### config.mk
export PLATFORM = sky130hd
export DESIGN_NAME = time_of_day_palette_tint_flat
export DESIGN_NICKNAME = d
export VERILOG_FILES = /design/src/rtl/tdpt_pkg.sv /design/src/rtl/tdpt_if.sv /design/src/rtl/tdpt_filter.sv /design/src/rtl/tdpt_shade.sv /design/src/rtl/time_of_day_palette_tint.sv /design/src/flat_wrapper.sv
export SDC_FILE = /design/constraint.sdc
export NUM_CORES = 1
export LEC_CHECK = 0
export BUFFER_PORTS_ARGS = -buffer_cell sky130_fd_sc_hd__buf_2
export CORE_MARGIN = 3
export CORE_UTILIZATION = 25
export DETAILED_ROUTE_END_ITERATION = 12
export GPL_TIMING_DRIVEN = 0
export PLACE_DENSITY_LB_ADDON = 0.12
export SLEW_MARGIN = 20
export SYNTH_ARGS = -nofsm -noshare
export SYNTH_HDL_FRONTEND = slang
export SYNTH_SLANG_ARGS = --single-unit
### constraint.sdc
create_clock -name clock -period 8.3 [get_ports clock]
set_clock_uncertainty 0.15 [all_clocks]
set_input_delay 0.415 -clock clock [delete_from_list [all_inputs] [get_ports clock]]
set_output_delay 0.415 -clock clock [all_outputs]
set_load 0.005 [all_outputs]
### src/rtl/tdpt_pkg.sv
`timescale 1ns / 1ps
`default_nettype none
// ----------------------------------------------------------------------------
// Time of day palette tint package
// Shared types, register indexes, enable masks and the built-in filter tables.
// ----------------------------------------------------------------------------
package tdpt_pkg;

   localparam int unsigned CSR_DATA_W = 6;

   typedef logic [14:0] rgb555_type;

   typedef enum logic [2:0] {
      CSR_HOUR_OF_DAY      = 3'd0,
      CSR_MINUTE_OF_HOUR   = 3'd1,
      CSR_BATTLE_MODE      = 3'd2,
      CSR_DAWN_START       = 3'd3,
      CSR_MORNING_START    = 3'd4,
      CSR_AFTERNOON_START  = 3'd5,
      CSR_NIGHT_START      = 3'd6,
      CSR_LATE_NIGHT_START = 3'd7
   } csr_index_type;

   typedef struct packed {
      logic [4:0] hour_of_day;
      logic [5:0] minute_of_hour;
      logic       battle_mode;
      logic [4:0] dawn_start;
      logic [4:0] morning_start;
      logic [4:0] afternoon_start;
      logic [4:0] night_start;
      logic [4:0] late_night_start;
   } cfg_type;

   // Bit n set means palette n is enabled for tinting.
   localparam logic [31:0] OW_ENABLE     = 32'hFFFF_1FFF;
   localparam logic [31:0] BATTLE_ENABLE = 32'h0000_FCDC;

   localparam int unsigned TAG_EXCEPT_N = 11;
   localparam logic [15:0] TAG_EXCEPT [TAG_EXCEPT_N] = '{
      16'h0066, 16'hD750, 16'h1075, 16'h1078, 16'h1088, 16'h1089,
      16'h108A, 16'h108B, 16'hDAC0, 16'hDAC1, 16'hDAC2
   };

   function automatic rgb555_type pk(input logic [4:0] r, input logic [4:0] g,
                                     input logic [4:0] b);
      return {b, g, r};
   endfunction

   localparam rgb555_type NIGHT_FILTER = {5'd6, 5'd14, 5'd14};

   function automatic logic is_tag_exception(input logic [15:0] tag);
      logic hit;
      hit = 1'b0;
      for (int i = 0; i < TAG_EXCEPT_N; i++) begin
         if (TAG_EXCEPT[i] == tag) hit = 1'b1;
      end
      return hit;
   endfunction

   function automatic rgb555_type midnight_filter(input logic [2:0] idx);
      rgb555_type f;
      unique case (idx)
         3'd0:    f = pk(5'd14, 5'd14, 5'd6);
         3'd1:    f = pk(5'd14, 5'd14, 5'd7);
         3'd2:    f = pk(5'd14, 5'd14, 5'd8);
         3'd3:    f = pk(5'd15, 5'd15, 5'd8);
         3'd4:    f = pk(5'd15, 5'd15, 5'd9);
         3'd5:    f = pk(5'd15, 5'd15, 5'd9);
         3'd6:    f = pk(5'd16, 5'd16, 5'd9);
         default: f = pk(5'd16, 5'd16, 5'd10);
      endcase
      return f;
   endfunction

   function automatic rgb555_type dawn_filter(input logic [4:0] idx);
      rgb555_type f;
      unique case (idx)
         5'd0:    f = pk(5'd15, 5'd15, 5'd10);
         5'd1:    f = pk(5'd15, 5'd15, 5'd10);
         5'd2:    f = pk(5'd14, 5'd14, 5'd10);
         5'd3:    f = pk(5'd13, 5'd13, 5'd10);
         5'd4:    f = pk(5'd12, 5'd12, 5'd10);
         5'd5:    f = pk(5'd11, 5'd11, 5'd10);
         5'd6:    f = pk(5'd10, 5'd10, 5'd10);
         5'd7:    f = pk(5'd9,  5'd9,  5'd10);
         5'd8:    f = pk(5'd8,  5'd8,  5'd10);
         5'd9:    f = pk(5'd8,  5'd8,  5'd11);
         5'd10:   f = pk(5'd7,  5'd7,  5'd11);
         5'd11:   f = pk(5'd6,  5'd6,  5'd11);
         5'd12:   f = pk(5'd5,  5'd5,  5'd11);
         5'd13:   f = pk(5'd4,  5'd4,  5'd11);
         5'd14:   f = pk(5'd3,  5'd3,  5'd11);
         5'd15:   f = pk(5'd2,  5'd2,  5'd11);
         5'd16:   f = pk(5'd1,  5'd1,  5'd11);
         5'd17:   f = pk(5'd0,  5'd0,  5'd11);
         5'd18:   f = pk(5'd0,  5'd0,  5'd10);
         5'd19:   f = pk(5'd0,  5'd0,  5'd9);
         5'd20:   f = pk(5'd0,  5'd0,  5'd8);
         5'd21:   f = pk(5'd0,  5'd0,  5'd7);
         5'd22:   f = pk(5'd0,  5'd0,  5'd6);
         5'd23:   f = pk(5'd0,  5'd0,  5'd5);
         5'd24:   f = pk(5'd0,  5'd0,  5'd4);
         5'd25:   f = pk(5'd0,  5'd0,  5'd3);
         5'd26:   f = pk(5'd0,  5'd0,  5'd2);
         5'd27:   f = pk(5'd0,  5'd0,  5'd1);
         default: f = pk(5'd0,  5'd0,  5'd0);
      endcase
      return f;
   endfunction

   function automatic rgb555_type sunset_filter(input logic [4:0] idx);
      rgb555_type f;
      unique case (idx)
         5'd0:    f = pk(5'd0, 5'd0,  5'd1);
         5'd1:    f = pk(5'd0, 5'd1,  5'd1);
         5'd2:    f = pk(5'd0, 5'd1,  5'd2);
         5'd3:    f = pk(5'd0, 5'd1,  5'd3);
         5'd4:    f = pk(5'd0, 5'd2,  5'd3);
         5'd5:    f = pk(5'd0, 5'd2,  5'd4);
         5'd6:    f = pk(5'd0, 5'd2,  5'd5);
         5'd7:    f = pk(5'd0, 5'd3,  5'd5);
         5'd8:    f = pk(5'd0, 5'd3,  5'd6);
         5'd9:    f = pk(5'd0, 5'd3,  5'd7);
         5'd10:   f = pk(5'd0, 5'd4,  5'd7);
         5'd11:   f = pk(5'd0, 5'd4,  5'd8);
         5'd12:   f = pk(5'd0, 5'd4,  5'd9);
         5'd13:   f = pk(5'd0, 5'd5,  5'd9);
         5'd14:   f = pk(5'd0, 5'd5,  5'd10);
         5'd15:   f = pk(5'd0, 5'd5,  5'd11);
         5'd16:   f = pk(5'd0, 5'd6,  5'd11);
         5'd17:   f = pk(5'd0, 5'd6,  5'd12);
         5'd18:   f = pk(5'd0, 5'd6,  5'd13);
         5'd19:   f = pk(5'd0, 5'd7,  5'd13);
         5'd20:   f = pk(5'd0, 5'd7,  5'd14);
         5'd21:   f = pk(5'd0, 5'd7,  5'd14);
         5'd22:   f = pk(5'd0, 5'd8,  5'd14);
         5'd23:   f = pk(5'd0, 5'd9,  5'd14);
         5'd24:   f = pk(5'd0, 5'd10, 5'd14);
         5'd25:   f = pk(5'd0, 5'd11, 5'd14);
         5'd26:   f = pk(5'd0, 5'd12, 5'd14);
         5'd27:   f = pk(5'd0, 5'd13, 5'd14);
         default: f = pk(5'd0, 5'd14, 5'd14);
      endcase
      return f;
   endfunction

   function automatic rgb555_type nightfall_filter(input logic [4:0] idx);
      rgb555_type f;
      unique case (idx)
         5'd0:    f = pk(5'd0,  5'd14, 5'd14);
         5'd1:    f = pk(5'd0,  5'd14, 5'd14);
         5'd2:    f = pk(5'd0,  5'd14, 5'd13);
         5'd3:    f = pk(5'd0,  5'd14, 5'd12);
         5'd4:    f = pk(5'd0,  5'd14, 5'd11);
         5'd5:    f = pk(5'd0,  5'd14, 5'd10);
         5'd6:    f = pk(5'd1,  5'd14, 5'd10);
         5'd7:    f = pk(5'd1,  5'd14, 5'd9);
         5'd8:    f = pk(5'd0,  5'd14, 5'd8);
         5'd9:    f = pk(5'd1,  5'd14, 5'd7);
         5'd10:   f = pk(5'd1,  5'd14, 5'd6);
         5'd11:   f = pk(5'd2,  5'd14, 5'd6);
         5'd12:   f = pk(5'd2,  5'd14, 5'd5);
         5'd13:   f = pk(5'd2,  5'd14, 5'd4);
         5'd14:   f = pk(5'd2,  5'd14, 5'd3);
         5'd15:   f = pk(5'd2,  5'd14, 5'd2);
         5'd16:   f = pk(5'd2,  5'd14, 5'd2);
         5'd17:   f = pk(5'd3,  5'd14, 5'd3);
         5'd18:   f = pk(5'd4,  5'd14, 5'd4);
         5'd19:   f = pk(5'd5,  5'd14, 5'd5);
         5'd20:   f = pk(5'd6,  5'd14, 5'd6);
         5'd21:   f = pk(5'd7,  5'd14, 5'd6);
         5'd22:   f = pk(5'd8,  5'd14, 5'd6);
         5'd23:   f = pk(5'd9,  5'd14, 5'd6);
         5'd24:   f = pk(5'd10, 5'd14, 5'd6);
         5'd25:   f = pk(5'd11, 5'd14, 5'd6);
         5'd26:   f = pk(5'd12, 5'd14, 5'd6);
         5'd27:   f = pk(5'd13, 5'd14, 5'd6);
         default: f = pk(5'd14, 5'd14, 5'd6);
      endcase
      return f;
   endfunction

endpackage
`default_nettype wire

### src/rtl/tdpt_if.sv
`timescale 1ns / 1ps
`default_nettype none
// ----------------------------------------------------------------------------
// Time of day palette tint channels
// Valid/ready channels for the colour request and the tinted response.
// ----------------------------------------------------------------------------
interface tdpt_req_if;
   logic        valid;
   logic        ready;
   logic [4:0]  palette_index;
   logic [3:0]  colour_index;
   logic [14:0] colour_in;
   logic [15:0] palette_tag;

   modport source (output valid, output palette_index, output colour_index,
                   output colour_in, output palette_tag, input ready);
   modport sink   (input valid, input palette_index, input colour_index,
                   input colour_in, input palette_tag, output ready);
endinterface

interface tdpt_rsp_if;
   logic        valid;
   logic        ready;
   logic [8:0]  colour_slot;
   logic [14:0] colour_out;
   logic        was_tinted;

   modport source (output valid, output colour_slot, output colour_out,
                   output was_tinted, input ready);
   modport sink   (input valid, input colour_slot, input colour_out,
                   input was_tinted, output ready);
endinterface
`default_nettype wire

### src/rtl/tdpt_filter.sv
`timescale 1ns / 1ps
`default_nettype none
// ----------------------------------------------------------------------------
// Time of day filter select
// Maps the configured hour and minute to a time band and its filter colour.
// ----------------------------------------------------------------------------
module tdpt_filter (
   input  tdpt_pkg::cfg_type    cfg,
   output tdpt_pkg::rgb555_type filter
);
   import tdpt_pkg::*;

   typedef enum logic [2:0] {
      BAND_MIDNIGHT,
      BAND_DAWN,
      BAND_DAY,
      BAND_SUNSET,
      BAND_NIGHTFALL,
      BAND_NIGHT
   } band_type;

   band_type   band;
   logic [4:0] half;
   logic [2:0] mid_idx;

   // Thresholds are checked in order as written, so any setting picks one band.
   always_comb begin
      priority if (cfg.hour_of_day < cfg.dawn_start)       band = BAND_MIDNIGHT;
      else if (cfg.hour_of_day < cfg.morning_start)        band = BAND_DAWN;
      else if (cfg.hour_of_day < cfg.afternoon_start)      band = BAND_DAY;
      else if (cfg.hour_of_day < cfg.night_start)          band = BAND_SUNSET;
      else if (cfg.hour_of_day < cfg.late_night_start)     band = BAND_NIGHTFALL;
      else                                                 band = BAND_NIGHT;
   end

   // Half-minute index saturates at the last of the thirty entries.
   assign half    = (cfg.minute_of_hour[5:1] > 5'd29) ? 5'd29 : cfg.minute_of_hour[5:1];
   assign mid_idx = (cfg.hour_of_day == 5'd0) ? cfg.minute_of_hour[5:3] : 3'd7;

   always_comb begin
      unique case (band)
         BAND_MIDNIGHT:  filter = midnight_filter(mid_idx);
         BAND_DAWN:      filter = dawn_filter(half);
         BAND_DAY:       filter = '0;
         BAND_SUNSET:    filter = sunset_filter(half);
         BAND_NIGHTFALL: filter = nightfall_filter(half);
         BAND_NIGHT:     filter = NIGHT_FILTER;
         default:        filter = '0;
      endcase
   end

endmodule
`default_nettype wire

### src/rtl/tdpt_shade.sv
`timescale 1ns / 1ps
`default_nettype none
// ----------------------------------------------------------------------------
// Time of day shade datapath
// Decides whether a palette is tinted and scales the three channels.
// ----------------------------------------------------------------------------
module tdpt_shade (
   input  logic [4:0]           palette_index,
   input  logic [15:0]          palette_tag,
   input  tdpt_pkg::rgb555_type colour_in,
   input  tdpt_pkg::rgb555_type filter,
   input  logic                 battle_mode,
   output tdpt_pkg::rgb555_type colour_out,
   output logic                 tinted
);
   import tdpt_pkg::*;

   logic [31:0] enable_mask;
   logic        enabled;
   rgb555_type  scaled;

   assign enable_mask = battle_mode ? BATTLE_ENABLE : OW_ENABLE;
   assign enabled     = enable_mask[palette_index];

   // Sprite palettes whose tag is on the exception list are left alone.
   assign tinted = enabled && !(palette_index[4] && is_tag_exception(palette_tag));

   // Each channel becomes c * (31 - f) >> 5; three small multipliers in parallel.
   always_comb begin
      logic [4:0] chan;
      logic [4:0] gain;
      logic [9:0] prod;
      scaled = '0;
      for (int ch = 0; ch < 3; ch++) begin
         chan = colour_in[ch*5 +: 5];
         gain = 5'd31 - filter[ch*5 +: 5];
         prod = chan * gain;
         scaled[ch*5 +: 5] = prod[9:5];
      end
   end

   assign colour_out = tinted ? scaled : colour_in;

endmodule
`default_nettype wire

### src/rtl/time_of_day_palette_tint.sv
`timescale 1ns / 1ps
`default_nettype none
// ----------------------------------------------------------------------------
// Time of day palette tint
// Tints one 5-5-5 palette colour per beat by the configured time of day.
// ----------------------------------------------------------------------------
// Usage:
//   The req_bus channel carries one palette colour per beat with its palette
//   number, colour number and sprite palette tag. The rsp_bus channel returns
//   one beat for every request: the colour slot, the tinted or unchanged
//   colour, and a flag telling whether the tint was applied.
//   The csr_ port writes the clock hour, minute, battle mode and the five band
//   thresholds; the user must write it only while no beats are in flight, as
//   the block itself does not enforce this. After a request is accepted it
//   sits in the input register while the band lookup and three 5x5 multiplies
//   feed the response register, which then presents the response beat.
//   Throughput is one beat per cycle while the receiver takes responses, set
//   by the two-deep register pipeline.
//   When the receiver stalls, the response register holds its beat and the
//   input register keeps accepting until it too is full, so two beats can be
//   buffered before req_bus.ready drops.
//   Reset empties both registers and loads the configuration defaults: noon,
//   minute zero, overworld mode and thresholds 4, 6, 17, 19 and 22.
// ----------------------------------------------------------------------------
module time_of_day_palette_tint (
   input  logic                        clock,
   input  logic                        reset,
   tdpt_req_if.sink                    req_bus,
   tdpt_rsp_if.source                  rsp_bus,
   input  logic                        csr_wr_en,
   input  tdpt_pkg::csr_index_type     csr_index,
   input  logic [tdpt_pkg::CSR_DATA_W-1:0] csr_wr_data
);
   import tdpt_pkg::*;

   // Configuration registers.
   cfg_type cfg_ff;

   // Input register stage.
   logic        a_valid_ff;
   logic [4:0]  a_pal_ff;
   logic [3:0]  a_col_ff;
   rgb555_type  a_colour_ff;
   logic [15:0] a_tag_ff;

   // Response register stage.
   logic        b_valid_ff;
   logic [8:0]  b_slot_ff;
   rgb555_type  b_colour_ff;
   logic        b_tinted_ff;

   logic        b_free;
   logic        a_free;
   logic        a_load;
   logic        b_load;
   rgb555_type  filter;
   rgb555_type  shade_colour;
   logic        shade_tinted;

   // The response register frees up when empty or when its beat is taken;
   // the input register frees up when empty or when it can move forward.
   assign b_free = !b_valid_ff || rsp_bus.ready;
   assign a_free = !a_valid_ff || b_free;
   assign a_load = req_bus.valid && a_free;
   assign b_load = a_valid_ff && b_free;

   assign req_bus.ready = a_free;

   always_ff @(posedge clock) begin
      if (reset) begin
         cfg_ff.hour_of_day      <= 5'd12;
         cfg_ff.minute_of_hour   <= 6'd0;
         cfg_ff.battle_mode      <= 1'b0;
         cfg_ff.dawn_start       <= 5'd4;
         cfg_ff.morning_start    <= 5'd6;
         cfg_ff.afternoon_start  <= 5'd17;
         cfg_ff.night_start      <= 5'd19;
         cfg_ff.late_night_start <= 5'd22;
      end else if (csr_wr_en) begin
         unique case (csr_index)
            CSR_HOUR_OF_DAY:      cfg_ff.hour_of_day      <= csr_wr_data[4:0];
            CSR_MINUTE_OF_HOUR:   cfg_ff.minute_of_hour   <= csr_wr_data[5:0];
            CSR_BATTLE_MODE:      cfg_ff.battle_mode      <= csr_wr_data[0];
            CSR_DAWN_START:       cfg_ff.dawn_start       <= csr_wr_data[4:0];
            CSR_MORNING_START:    cfg_ff.morning_start    <= csr_wr_data[4:0];
            CSR_AFTERNOON_START:  cfg_ff.afternoon_start  <= csr_wr_data[4:0];
            CSR_NIGHT_START:      cfg_ff.night_start      <= csr_wr_data[4:0];
            CSR_LATE_NIGHT_START: cfg_ff.late_night_start <= csr_wr_data[4:0];
            default: ;
         endcase
      end
   end

   // Valid flags of both stages.
   always_ff @(posedge clock) begin
      if (reset) begin
         a_valid_ff <= 1'b0;
         b_valid_ff <= 1'b0;
      end else begin
         if (a_free) a_valid_ff <= req_bus.valid;
         if (b_free) b_valid_ff <= a_valid_ff;
      end
   end

   // Payload registers carry no reset.
   always_ff @(posedge clock) begin
      if (a_load) begin
         a_pal_ff    <= req_bus.palette_index;
         a_col_ff    <= req_bus.colour_index;
         a_colour_ff <= req_bus.colour_in;
         a_tag_ff    <= req_bus.palette_tag;
      end
      if (b_load) begin
         b_slot_ff   <= {a_pal_ff, a_col_ff};
         b_colour_ff <= shade_colour;
         b_tinted_ff <= shade_tinted;
      end
   end

   // Band and filter follow the configuration registers directly; they are
   // static while beats flow only if the user writes no configuration then.
   tdpt_filter u_filter (
      .cfg    (cfg_ff),
      .filter (filter)
   );

   tdpt_shade u_shade (
      .palette_index (a_pal_ff),
      .palette_tag   (a_tag_ff),
      .colour_in     (a_colour_ff),
      .filter        (filter),
      .battle_mode   (cfg_ff.battle_mode),
      .colour_out    (shade_colour),
      .tinted        (shade_tinted)
   );

   assign rsp_bus.valid       = b_valid_ff;
   assign rsp_bus.colour_slot = b_slot_ff;
   assign rsp_bus.colour_out  = b_colour_ff;
   assign rsp_bus.was_tinted  = b_tinted_ff;

   // A beat waiting in the input register is not dropped while the output stalls.
   a_hold_on_stall: assert property (@(posedge clock) disable iff (reset)
      a_valid_ff && !b_free |=> a_valid_ff)
      else $error("input stage beat lost during output stall");

   // Backpressure reaches the requester only when both stages are full.
   ready_low_means_full: assert property (@(posedge clock) disable iff (reset)
      !req_bus.ready |-> a_valid_ff && b_valid_ff)
      else $error("request ready low with a free stage");

   // The slot is the palette and colour numbers of the beat that moved forward.
   slot_follows_input: assert property (@(posedge clock) disable iff (reset)
      b_load |=> rsp_bus.colour_slot == {$past(a_pal_ff), $past(a_col_ff)})
      else $error("colour slot does not match its source beat");

   // An untinted response carries the source colour unchanged.
   pass_through_exact: assert property (@(posedge clock) disable iff (reset)
      b_load && !shade_tinted |=> rsp_bus.colour_out == $past(a_colour_ff))
      else $error("passed-through colour was altered");

   // Scaling by at most 31/32 keeps every tinted channel below full scale.
   tinted_below_full: assert property (@(posedge clock) disable iff (reset)
      rsp_bus.valid && rsp_bus.was_tinted |->
         rsp_bus.colour_out[4:0] != 5'd31 && rsp_bus.colour_out[9:5] != 5'd31 &&
         rsp_bus.colour_out[14:10] != 5'd31)
      else $error("tinted channel reached full scale");

endmodule
`default_nettype wire
### src/flat_wrapper.sv
// flat-port wrapper written by rule: the top's interface ports become plain ports
module time_of_day_palette_tint_flat import tdpt_pkg::*;
  (clock, reset, csr_wr_en, csr_index, csr_wr_data, req_bus_valid, req_bus_palette_index, req_bus_colour_index, req_bus_colour_in, req_bus_palette_tag, req_bus_ready, rsp_bus_valid, rsp_bus_colour_slot, rsp_bus_colour_out, rsp_bus_was_tinted, rsp_bus_ready);
  tdpt_req_if req_bus_i ();
  tdpt_rsp_if rsp_bus_i ();
  input  logic clock;
  input  logic reset;
  input  logic csr_wr_en;
  input  tdpt_pkg::csr_index_type csr_index;
  input  logic [tdpt_pkg::CSR_DATA_W-1:0] csr_wr_data;
  input wire logic [$bits(req_bus_i.valid)-1:0] req_bus_valid;
  input wire logic [$bits(req_bus_i.palette_index)-1:0] req_bus_palette_index;
  input wire logic [$bits(req_bus_i.colour_index)-1:0] req_bus_colour_index;
  input wire logic [$bits(req_bus_i.colour_in)-1:0] req_bus_colour_in;
  input wire logic [$bits(req_bus_i.palette_tag)-1:0] req_bus_palette_tag;
  output wire logic [$bits(req_bus_i.ready)-1:0] req_bus_ready;
  output wire logic [$bits(rsp_bus_i.valid)-1:0] rsp_bus_valid;
  output wire logic [$bits(rsp_bus_i.colour_slot)-1:0] rsp_bus_colour_slot;
  output wire logic [$bits(rsp_bus_i.colour_out)-1:0] rsp_bus_colour_out;
  output wire logic [$bits(rsp_bus_i.was_tinted)-1:0] rsp_bus_was_tinted;
  input wire logic [$bits(rsp_bus_i.ready)-1:0] rsp_bus_ready;
  assign req_bus_i.valid = req_bus_valid;
  assign req_bus_i.palette_index = req_bus_palette_index;
  assign req_bus_i.colour_index = req_bus_colour_index;
  assign req_bus_i.colour_in = req_bus_colour_in;
  assign req_bus_i.palette_tag = req_bus_palette_tag;
  assign req_bus_ready = req_bus_i.ready;
  assign rsp_bus_valid = rsp_bus_i.valid;
  assign rsp_bus_colour_slot = rsp_bus_i.colour_slot;
  assign rsp_bus_colour_out = rsp_bus_i.colour_out;
  assign rsp_bus_was_tinted = rsp_bus_i.was_tinted;
  assign rsp_bus_i.ready = rsp_bus_ready;
  time_of_day_palette_tint u_core (.clock(clock), .reset(reset), .req_bus(req_bus_i), .rsp_bus(rsp_bus_i), .csr_wr_en(csr_wr_en), .csr_index(csr_index), .csr_wr_data(csr_wr_data));
endmodule
==> results.sh, run 1 <==
export IMPL_status="complete, no violations"
export IMPL_finalWirelength_um=19000
export IMPL_cts_sinks=103
export IMPL_drc_errors=0
export IMPL_ios=81
export IMPL_cts_path_max_buffers=2
export IMPL_syn_nets=906
export IMPL_cts_buffers=9
export IMPL_setup_tns_ns=0
export IMPL_num_rows=61
export IMPL_drt_first_pass_iters=4
export IMPL_fillers=3026
export IMPL_worstSetupStartpointType="flop"
export IMPL_final_util_pct=30.1
export IMPL_fin_crit_ns=6.48
export IMPL_setup_violations=0
export IMPL_synthCells=752
export IMPL_required_ns=8.24
export IMPL_worst_pin_slew_ns=1.01
export IMPL_post_cts_buffers=0
export IMPL_ys_async_sr_fraction_pct=0
export IMPL_yosysTopAreaCell="edfxtp_1"
export IMPL_grt_use_total_pct=12.7
export IMPL_synth_top_area_share_pct=26.7
export IMPL_endpoint_kind="flop"
export IMPL_grt_max_degree=26
export IMPL_grt_pass1_wl_um=31400
export IMPL_synth_edff_count=65
export IMPL_multi_input_area_sq_um=4220
export IMPL_yosysMostFrequentCell="inv_1"
export IMPL_synth_cell_types=74
export IMPL_drive_above_1_share_pct=15.5
export IMPL_finalHoldViolCount=0
export IMPL_synth_top_flop_cell="edfxtp_1"
export IMPL_cts_root_buf="clkbuf_16"
export IMPL_gr_total_overflow=0
export IMPL_ir_drop_uv=133
export IMPL_holdBufCountCts=0
export IMPL_n_antenna_cell=0
export IMPL_drt_initial_drc_count=335
export IMPL_yosys_top_cells_count="78 x inv_1, 76 x ha_1, 71 x nor2_1"
export IMPL_clk_latency_ns=0.36
export IMPL_cap_violations=0
export IMPL_crit_arrival_ns=6.42
export IMPL_synth_seq_cells=103
export IMPL_core_area_sq_um=28300
export IMPL_grt_pass1_vias=5867
export IMPL_cp_max_fo=10
export IMPL_antenna_found_initial=1
export IMPL_syn_cell_area_sq_um=7310
export IMPL_routed_via_density=4.57
export IMPL_synth_avg_cell_area_sq_um=9.72
export IMPL_rsz0062_at_grt="no"
export IMPL_yosysSeqAreaShare_pct=37.1
export IMPL_vias=5598
export IMPL_yosys_warnings=0
export IMPL_io_buffer_count=77
export IMPL_ant_nets=0
export IMPL_critical_path_class="reg2reg"
export IMPL_cts_tree="done"
export IMPL_fin_crit_sh_pct=78.0
export IMPL_avgRoutedWirePerCell_um=15.5
export IMPL_cts_resized=0
export IMPL_fp_dieW_um=177
export IMPL_initial_utilization_pct=25.8
export IMPL_die_h_um=177
export IMPL_min_path_type="in2reg"
export IMPL_clk_pin_slew_ns=0.08
export IMPL_synth_area_top_cells="edfxtp_1 27%, ha_1 13%, dfxtp_1 10%"
export IMPL_p_leak_nw=3.54
export IMPL_gp_routability_congestion=0.806
export IMPL_r2r_slack_ns=1.82
export IMPL_syn2layout_area_growth_pct=16.7
export IMPL_cts_max_level=3
export IMPL_hpwlAfterDp_um=14800
export IMPL_p_per_area_nw_per_um2=198
export IMPL_fmax_mhz=154
export IMPL_slew_headroom_pct=32.0
export IMPL_fp_dieArea_sq_um=31300
export IMPL_num_nets_final=996
export IMPL_regArea_sq_um=2710
export IMPL_slew_violations=0
-- worst paths after layout --
| check | from | endpoint | cells after the start |
|---|---|---|---|
| min | req_bus_palette_tag[12] | u_core.a_tag_ff[12]$_DFFE_PP_ | 1 |
| max | u_core.cfg_ff[30]$_SDFFE_PP0P_ | u_core.rsp_bus.colour_out[8]$_DFFE_PP_ | 23 |
| min reg2reg | u_core.a_col_ff[1]$_DFFE_PP_ | u_core.rsp_bus.colour_slot[1]$_DFFE_PP_ | 0 |
| max reg2reg | u_core.cfg_ff[30]$_SDFFE_PP0P_ | u_core.rsp_bus.colour_out[8]$_DFFE_PP_ | 23 |
-- metal layers --
layer	up-vias	GRT usage, %	part of all wire, %
li1	2854	-	-
met1	2633	17.1	49
met2	95	21.0	46
met3	14	2.53	4.1
met4	2	2.82	1.1
met5	-	0	0.037
-- through the flow --
step / instance area, sq um / hold WS, ns / instances / total power, mW / setup WS [ns]
final: 8530 / 0.0732 / 1225 / 1.69 / 1.82
after global routing: 8530 / 0.0502 / 1225 / 1.84 / 1.31
after CTS: 8520 / 0.0481 / 1225 / 1.72 / 1.76
after detailed placement: 8230 / 0.255 / 1209 / 1.29 / 1.81
after global placement: 8170 / 0.250 / 1207 / 1.29 / 1.77
after floorplan: 7310 / 0.250 / 752 / 1.12 / 2.73
-- power by group --
group	switching [mW]	internal [mW]
registers	0.0226	0.610
logic	0.346	0.291
clock network	0.205	0.210
total	0.574	1.11
-- worst max-delay path: stages (launching register included) --
cell and delay, ns:
dfxtp_1 0.43, buf_2 0.24, and3_1 0.25, nand2_1 0.07, nand2_1 0.15, inv_1 0.12, ha_1 0.27, inv_1 0.17
a21oi_1 0.12, a21oi_1 0.15, nor4_1 0.10, o32ai_1 0.72, nand2_1 0.15, fa_1 0.49, fa_1 0.52, fa_1 0.55
inv_1 0.04, ha_1 0.30, and4_1 0.19, a41oi_4 0.27, o21bai_4 0.10, a21o_1 0.23, a2111oi_4 0.34, nor3_1 0.10
-- kinds of logic after synthesis --
kind of cell | share of synthesized area, %
and+or+nand+nor | 18.0
buffers and inverters | 5.36
xor gates and xnor gates | 1.08
muxes | 2.93
adders and majority gates | 19.6
DFF | 37.1
AOI/OAI and AO/OA | 15.9
-- cell usage in the layout (no fill, tap or decap), drive strengths merged, types with 14 or more instances in the layout --
cell type and n:
nand2b 14, buf 89, clkbuf 22, a21oi 39
fa 24, edfxtp 65, o21ai 32, mux2i 18
nand2 64, ha 76, nor3 19, dfxtp 38
nor2 71, and2 38, inv 79
-- area by class of cell --
cell class | count | area share (%)
buffer | 23 | 1.16
sequential | 103 | 31.8
clock inverter | 7 | 0.836
tap | 378 | 5.54
timing repair buffer | 79 | 5.08
clock buffer | 9 | 2.64
inverter | 78 | 3.43
multi-input combinational | 548 | 49.5
-- flip-flops by register name, summed over array words and instances (netlist names) --
name and cells:
u_core.a_tag_ff 16, u_core.rsp_bus.colour_slot 9, u_core.a_colour_ff 15, u_core.rsp_bus.colour_out 15, u_core.rsp_bus.valid 1, u_core.a_valid_ff 1
u_core.rsp_bus.was_tinted 1, u_core.a_pal_ff 5, u_core.cfg_ff 36, u_core.a_col_ff 4
(Power assumes the default switching activity.)
==> run 2, diff against run 1 <==
clock period = 5.5 ns   (was 8.3 ns; I/O delays follow)
==> run 2 against run 1 <==
Compared with the run above:
- register-to-register slack lost 1.8 ns
- hold slack got worse by 0.041 ns
- combinational power increased by 80%
- sequential share of layout area decreased by 3.9 points
- sequential power increased by 51%
- non-clock buffer count is 77 higher
- core utilization grew 4.3 points
==> results.sh, run 2 (synthesis results as in run 1) <==
export IMPL_status="complete, no violations"
export IMPL_endpoint_kind="flop"
export IMPL_drc_errors=0
export IMPL_place_area_sq_um=8220
export IMPL_slew_violations=0
export IMPL_layout_setup_ws_ns=0.0527
export IMPL_hold_start="csr_wr_data[0]"
export IMPL_io_buffer_count=77
export IMPL_final_cell_area_sq_um=9740
export IMPL_n_antenna_cell=0
export IMPL_clk_latency_ns=0.37
export IMPL_hold_slack_ns=0.0323
export IMPL_gp_routability_congestion=0.836
export IMPL_drive_above_1_share_pct=25.1
export IMPL_initial_utilization_pct=25.8
export IMPL_cts_root_buf="clkbuf_16"
export IMPL_r2r_slack_ns=0.05
export IMPL_worstReg2RegStart="u_core.cfg_ff[34]$_SDFFE_PP1P_"
export IMPL_slew_headroom_pct=27.7
export IMPL_cts_max_level=3
export IMPL_switching_share_pct=35.1
export IMPL_fp_dieW_um=177
export IMPL_cp_max_fo=7
export IMPL_crit_arrival_ns=5.38
export IMPL_setup_violations=0
export IMPL_antenna_found_initial=0
export IMPL_fmax_mhz=184
export IMPL_fin_crit_sh_pct=99.0
export IMPL_fin_crit_ns=5.45
export IMPL_num_nets_final=1074
export IMPL_cts_sinks=103
export IMPL_clkPwrFrac_pct=23.9
export IMPL_layout_common_cells="80 x buf_2, 74 x inv_1, 69 x ha_1, 67 x nor2_1, 65 x edfxtp_1"
export IMPL_largest_reg_flops=36
export IMPL_top_register="u_core.cfg_ff"
export IMPL_die_h_um=177
export IMPL_r2r_end="u_core.rsp_bus.colour_out[13]$_DFFE_PP_"
export IMPL_final_common_cell="buf_2"
export IMPL_final_util_pct=34.4
export IMPL_comb_power_share_pct=41.5
export IMPL_routed_via_density=4.67
export IMPL_cts_tree="done"
export IMPL_reg_largest_list="u_core.cfg_ff x36, u_core.a_tag_ff x16"
export IMPL_fp_dieArea_sq_um=31300
export IMPL_setup_tns_ns=0
export IMPL_whs_endpoint="u_core.cfg_ff[5]$_SDFFE_PP1P_"
export IMPL_p_per_area_nw_per_um2=284
export IMPL_grt_pass1_vias=6166
export IMPL_power_switching_mw=0.971
export IMPL_vias=6084
export IMPL_clk_pin_slew_ns=0.08
export IMPL_drt_first_pass_iters=4
export IMPL_grt_max_degree=25
export IMPL_drt_initial_drc_count=250
export IMPL_p_leak_nw=4.01
export IMPL_num_rows=61
export IMPL_p_int_mw=1.79
export IMPL_finalHoldViolCount=0
export IMPL_finalWirelength_um=21200
export IMPL_rsz0062_at_grt="yes"
export IMPL_r2r_cells=20
export IMPL_ios=81
export IMPL_ir_drop_uv=170
export IMPL_worst_pin_slew_ns=1.08
export IMPL_required_ns=5.44
export IMPL_min_path_type="in2reg"
export IMPL_grt_use_total_pct=13.7
export IMPL_grt_pass1_wl_um=33600
export IMPL_ant_nets=0
export IMPL_core_area_sq_um=28300
export IMPL_hpwlAfterDp_um=15300
export IMPL_cts_path_max_buffers=2
export IMPL_critical_path_class="reg2reg"
export IMPL_syn2layout_area_growth_pct=33.3
export IMPL_gr_total_overflow=0
export IMPL_seqPwrFrac_pct=34.7
export IMPL_cap_violations=0
export IMPL_cts_buffers=9
export IMPL_min_path_cells=2
export IMPL_avgRoutedWirePerCell_um=16.2
export IMPL_dp_slack_ns=-0.831
export IMPL_worstSetupStartpointType="flop"
-- run 2: metal layers --
| layer | global-route usage, % | routed length [um] | vias to the layer above |
|---|---|---|---|
| met3 | 2.42 | 665 | 21 |
| li1 | - | - | 3013 |
| met5 | 0 | 0 | - |
| met4 | 3.37 | 315 | 0 |
| met2 | 22.8 | 10100 | 100 |
| met1 | 18.5 | 10100 | 2950 |
-- run 2: how the worst max path moves through the flow --
stage / start / cells after the start / endpoint
after floorplan: u_core.cfg_ff[30]$_SDFFE_PP0P_ / 26 / u_core.rsp_bus.colour_out[13]$_DFFE_PP_
after global placement: u_core.cfg_ff[30]$_SDFFE_PP0P_ / 24 / u_core.rsp_bus.colour_out[12]$_DFFE_PP_
after detailed placement: u_core.cfg_ff[30]$_SDFFE_PP0P_ / 24 / u_core.rsp_bus.colour_out[13]$_DFFE_PP_
after CTS: u_core.cfg_ff[30]$_SDFFE_PP0P_ / 26 / u_core.rsp_bus.colour_out[13]$_DFFE_PP_
after global routing: u_core.cfg_ff[30]$_SDFFE_PP0P_ / 26 / u_core.rsp_bus.colour_out[13]$_DFFE_PP_
final: u_core.cfg_ff[34]$_SDFFE_PP1P_ / 20 / u_core.rsp_bus.colour_out[13]$_DFFE_PP_
-- run 2: area by class of cell --
class | count | area [sq um]
plain buffers | 22 | 141
clock buffers | 9 | 225
clock inverters | 7 | 77.6
fillers | 2889 | 18600
inverters | 78 | 300
multi-input cells | 549 | 4690
flip-flops and latches | 103 | 2720
well taps | 378 | 473
repair buffers | 157 | 1110
-- run 2: power by group through the flow --
stage / combinational [mW] / sequential [mW] / clock (mW)
after CTS: 1.07 / 0.958 / 0.686
after global routing: 1.30 / 0.965 / 0.718
after global placement: 0.977 / 0.978 / 0
after detailed placement: 0.976 / 0.976 / 0
final: 1.15 / 0.958 / 0.660
after floorplan: 0.722 / 0.967 / 0
-- run 2: worst max-delay path, stage by stage, from the launching register on --
cell	delay (ns)
dfxtp_4	0.40
ha_4	0.29
a21o_1	0.14
a31oi_4	0.07
o21ai_4	0.36
nor4b_4	0.35
buf_4	0.18
a211oi_2	0.05
buf_4	0.16
and2_4	0.16
fa_1	0.54
inv_2	0.04
fa_1	0.50
inv_1	0.05
fa_1	0.44
ha_2	0.20
or3_1	0.36
a41oi_2	0.25
o41ai_4	0.13
a211oi_2	0.25
o31ai_2	0.09
-- run 2: per-stage QoR --
stage	std cells	total power, mW
floorplan	752	1.69
global route	1303	2.98
detailed placement	1209	1.95
finish	1303	2.76
CTS	1288	2.71
global placement	1207	1.95
-- run 2: timing repair --
item,CTS,global route
gates resized for setup,82,36
hold buffers,42,0
setup buffers,21,15
endpoints found under the setup margin,15,11
pin swaps,25,34
cloned,1,0
endpoints found under the hold margin,42,0
==> run 3, diff against run 2 <==
CELL_PAD_IN_SITES_DETAIL_PLACEMENT = 0   (was unset)
CELL_PAD_IN_SITES_GLOBAL_PLACEMENT = 1   (was unset)
CORE_ASPECT_RATIO = 1.2   (was unset)
==> run 3 against run 2 <==
Compared with the run above:
- final cell count rose by 1.2%
- largest power group unchanged
- hold slack improved by 0.0020 ns
- total power is 1.6% higher
- sequential share of layout area decreased by 0.74 points
- register-to-register slack improved by 0.08 ns
- non-clock buffer count increased by 15
- clock power is 4.2% higher
- via count fell by 1.4%
- sequential power decreased by 0.4%
==> results.sh, run 3 (synthesis results as in run 1) <==
export IMPL_ios=81
export IMPL_grt_use_total_pct=13.2
export IMPL_fp_dieW_um=162
export IMPL_grt_max_degree=26
export IMPL_vias=6000
export IMPL_n_antenna_cell=0
export IMPL_grt_pass1_wl_um=33100
export IMPL_cap_violations=0
export IMPL_io_buffer_count=77
export IMPL_hpwlAfterDp_um=15200
export IMPL_gp_routability_congestion=0.793
export IMPL_fillers=2990
export IMPL_setup_violations=0
export IMPL_largest_reg_flops=36
export IMPL_dp_slack_ns=-0.877
export IMPL_p_leak_nw=4.10
export IMPL_gr_total_overflow=0
export IMPL_drive_above_1_share_pct=27.6
export IMPL_layout_setup_ws_ns=0.138
export IMPL_cts_max_level=3
export IMPL_finalWirelength_um=20600
export IMPL_worstSetupStartpointType="flop"
export IMPL_die_h_um=193
export IMPL_final_util_pct=35.3
export IMPL_p_per_area_nw_per_um2=281
export IMPL_cp_max_fo=7
export IMPL_endpoint_kind="flop"
export IMPL_clk_pin_slew_ns=0.09
export IMPL_regArea_sq_um=2720
export IMPL_critical_path_class="reg2reg"
export IMPL_layout_common_cells="80 x buf_2, 72 x inv_1, 66 x nor2_1, 65 x edfxtp_1, 63 x ha_1"
export IMPL_required_ns=5.46
export IMPL_final_cell_area_sq_um=10000
export IMPL_drc_errors=0
export IMPL_reg_largest_list="u_core.cfg_ff x36, u_core.a_tag_ff x16"
export IMPL_worst_pin_slew_ns=0.969
export IMPL_slew_violations=0
export IMPL_rsz0062_at_grt="yes"
export IMPL_place_area_sq_um=8230
export IMPL_clk_latency_ns=0.36
export IMPL_min_path_type="in2reg"
export IMPL_ant_nets=0
export IMPL_drt_first_pass_iters=4
export IMPL_fp_dieArea_sq_um=31300
export IMPL_cts_root_buf="clkbuf_16"
export IMPL_slew_headroom_pct=34.9
export IMPL_num_rows=67
export IMPL_drt_initial_drc_count=200
export IMPL_cts_tree="done"
export IMPL_ir_drop_uv=139
export IMPL_fin_crit_ns=5.36
export IMPL_syn2layout_area_growth_pct=36.9
export IMPL_finalHoldViolCount=0
export IMPL_avgRoutedWirePerCell_um=15.6
export IMPL_top_register="u_core.cfg_ff"
export IMPL_fmax_mhz=186
export IMPL_final_common_cell="buf_2"
export IMPL_antenna_found_initial=0
export IMPL_grt_pass1_vias=6201
export IMPL_cts_sinks=103
export IMPL_multi_input_area_sq_um=4800
export IMPL_crit_arrival_ns=5.32
export IMPL_cts_path_max_buffers=2
export IMPL_initial_utilization_pct=25.8
export IMPL_cts_buffers=9
export IMPL_fin_crit_sh_pct=97.5
export IMPL_num_nets_final=1088
export IMPL_status="complete, no violations"
export IMPL_core_area_sq_um=28300
export IMPL_routed_via_density=4.55
==> run 3: cell types whose count changed in the layout (fill, tap and decap cells not counted), moves of 3 or more <==
cell / previous run / this run
ha_4: 5 / 10
buf_4: 36 / 47
a21oi_2: 4 / 7
ha_1: 69 / 63
==> run 3: final cells by class <==
type                       instances  share of cell area (%)
sequential                       103                    27.2
clock buffer                       9                    2.25
timing repair buffer             172                    12.5
buffer                            22                    1.46
multi-input combinational        548                    48.0
clock inverter                     7                   0.863
tap                              379                    4.74
inverter                          78                    2.98
==> run 3: worst max-delay path, stage by stage, from the launching register on <==
cell	delay (ns)
dfxtp_4	0.45
ha_4	0.24
a21o_1	0.17
a31oi_4	0.21
o21a_4	0.18
buf_12	0.12
nor4b_4	0.04
buf_4	0.16
nor2_4	0.07
a21oi_2	0.05
nor3_4	0.26
nand2_2	0.09
fa_1	0.53
fa_1	0.43
fa_1	0.52
inv_2	0.05
ha_4	0.26
and4_4	0.21
a41oi_4	0.14
o21bai_4	0.21
a21o_1	0.21
xor2_1	0.08
mux2_4	0.26
==> run 3: where the power goes <==
group / internal [mW] / total [mW] / switching, mW
registers: 0.920 / 0.954 / 0.0338
clock network: 0.330 / 0.688 / 0.358
logic: 0.574 / 1.17 / 0.594
total: 1.82 / 2.81 / 0.986
==> run 3: through the flow <==
stage / hold slack [ns] / cells / setup TNS [ns] / total power, mW
2_1_floorplan: 0.224 / 752 / 0 / 1.69
3_3_place_gp: 0.250 / 1208 / -9.42 / 1.95
3_5_place_dp: 0.255 / 1210 / -9.05 / 1.95
4_1_cts: 0.0191 / 1294 / 0 / 2.73
5_1_grt: 0.0239 / 1318 / -0.298 / 3.02
6_report: 0.0343 / 1318 / 0 / 2.81
==> run 3: what timing repair did <==
action / CTS / global route
gates resized for setup: 80 / 59
setup endpoints to repair: 15 / 11
pin swaps: 29 / 48
buffers inserted: 27 / 24
hold buffers: 42 / 0
endpoints found under the hold margin: 42 / 0
==> run 3: metal layers <==
| metal | vias to the layer above | part of all wire (%) | GRT usage, % |
|---|---|---|---|
| met1 | 2861 | 45 | 16.3 |
| li1 | 3035 | - | - |
| met4 | 0 | 1.7 | 3.54 |
| met3 | 18 | 2.6 | 2.12 |
| met2 | 86 | 51 | 23.6 |
| met5 | - | 0 | 0 |
==> run 3: worst paths after layout <==
check / start / to / slack, ns / cells past startpoint
worst max-delay path: u_core.cfg_ff[34]$_SDFFE_PP1P_ / u_core.rsp_bus.colour_out[7]$_DFFE_PP_ / 0.14 / 22
worst min-delay path: csr_wr_data[0] / u_core.cfg_ff[5]$_SDFFE_PP1P_ / 0.03 / 2
worst max register to register: u_core.cfg_ff[34]$_SDFFE_PP1P_ / u_core.rsp_bus.colour_out[7]$_DFFE_PP_ / 0.14 / 22
worst min register to register: u_core.a_col_ff[2]$_DFFE_PP_ / u_core.rsp_bus.colour_slot[2]$_DFFE_PP_ / 0.28 / 0
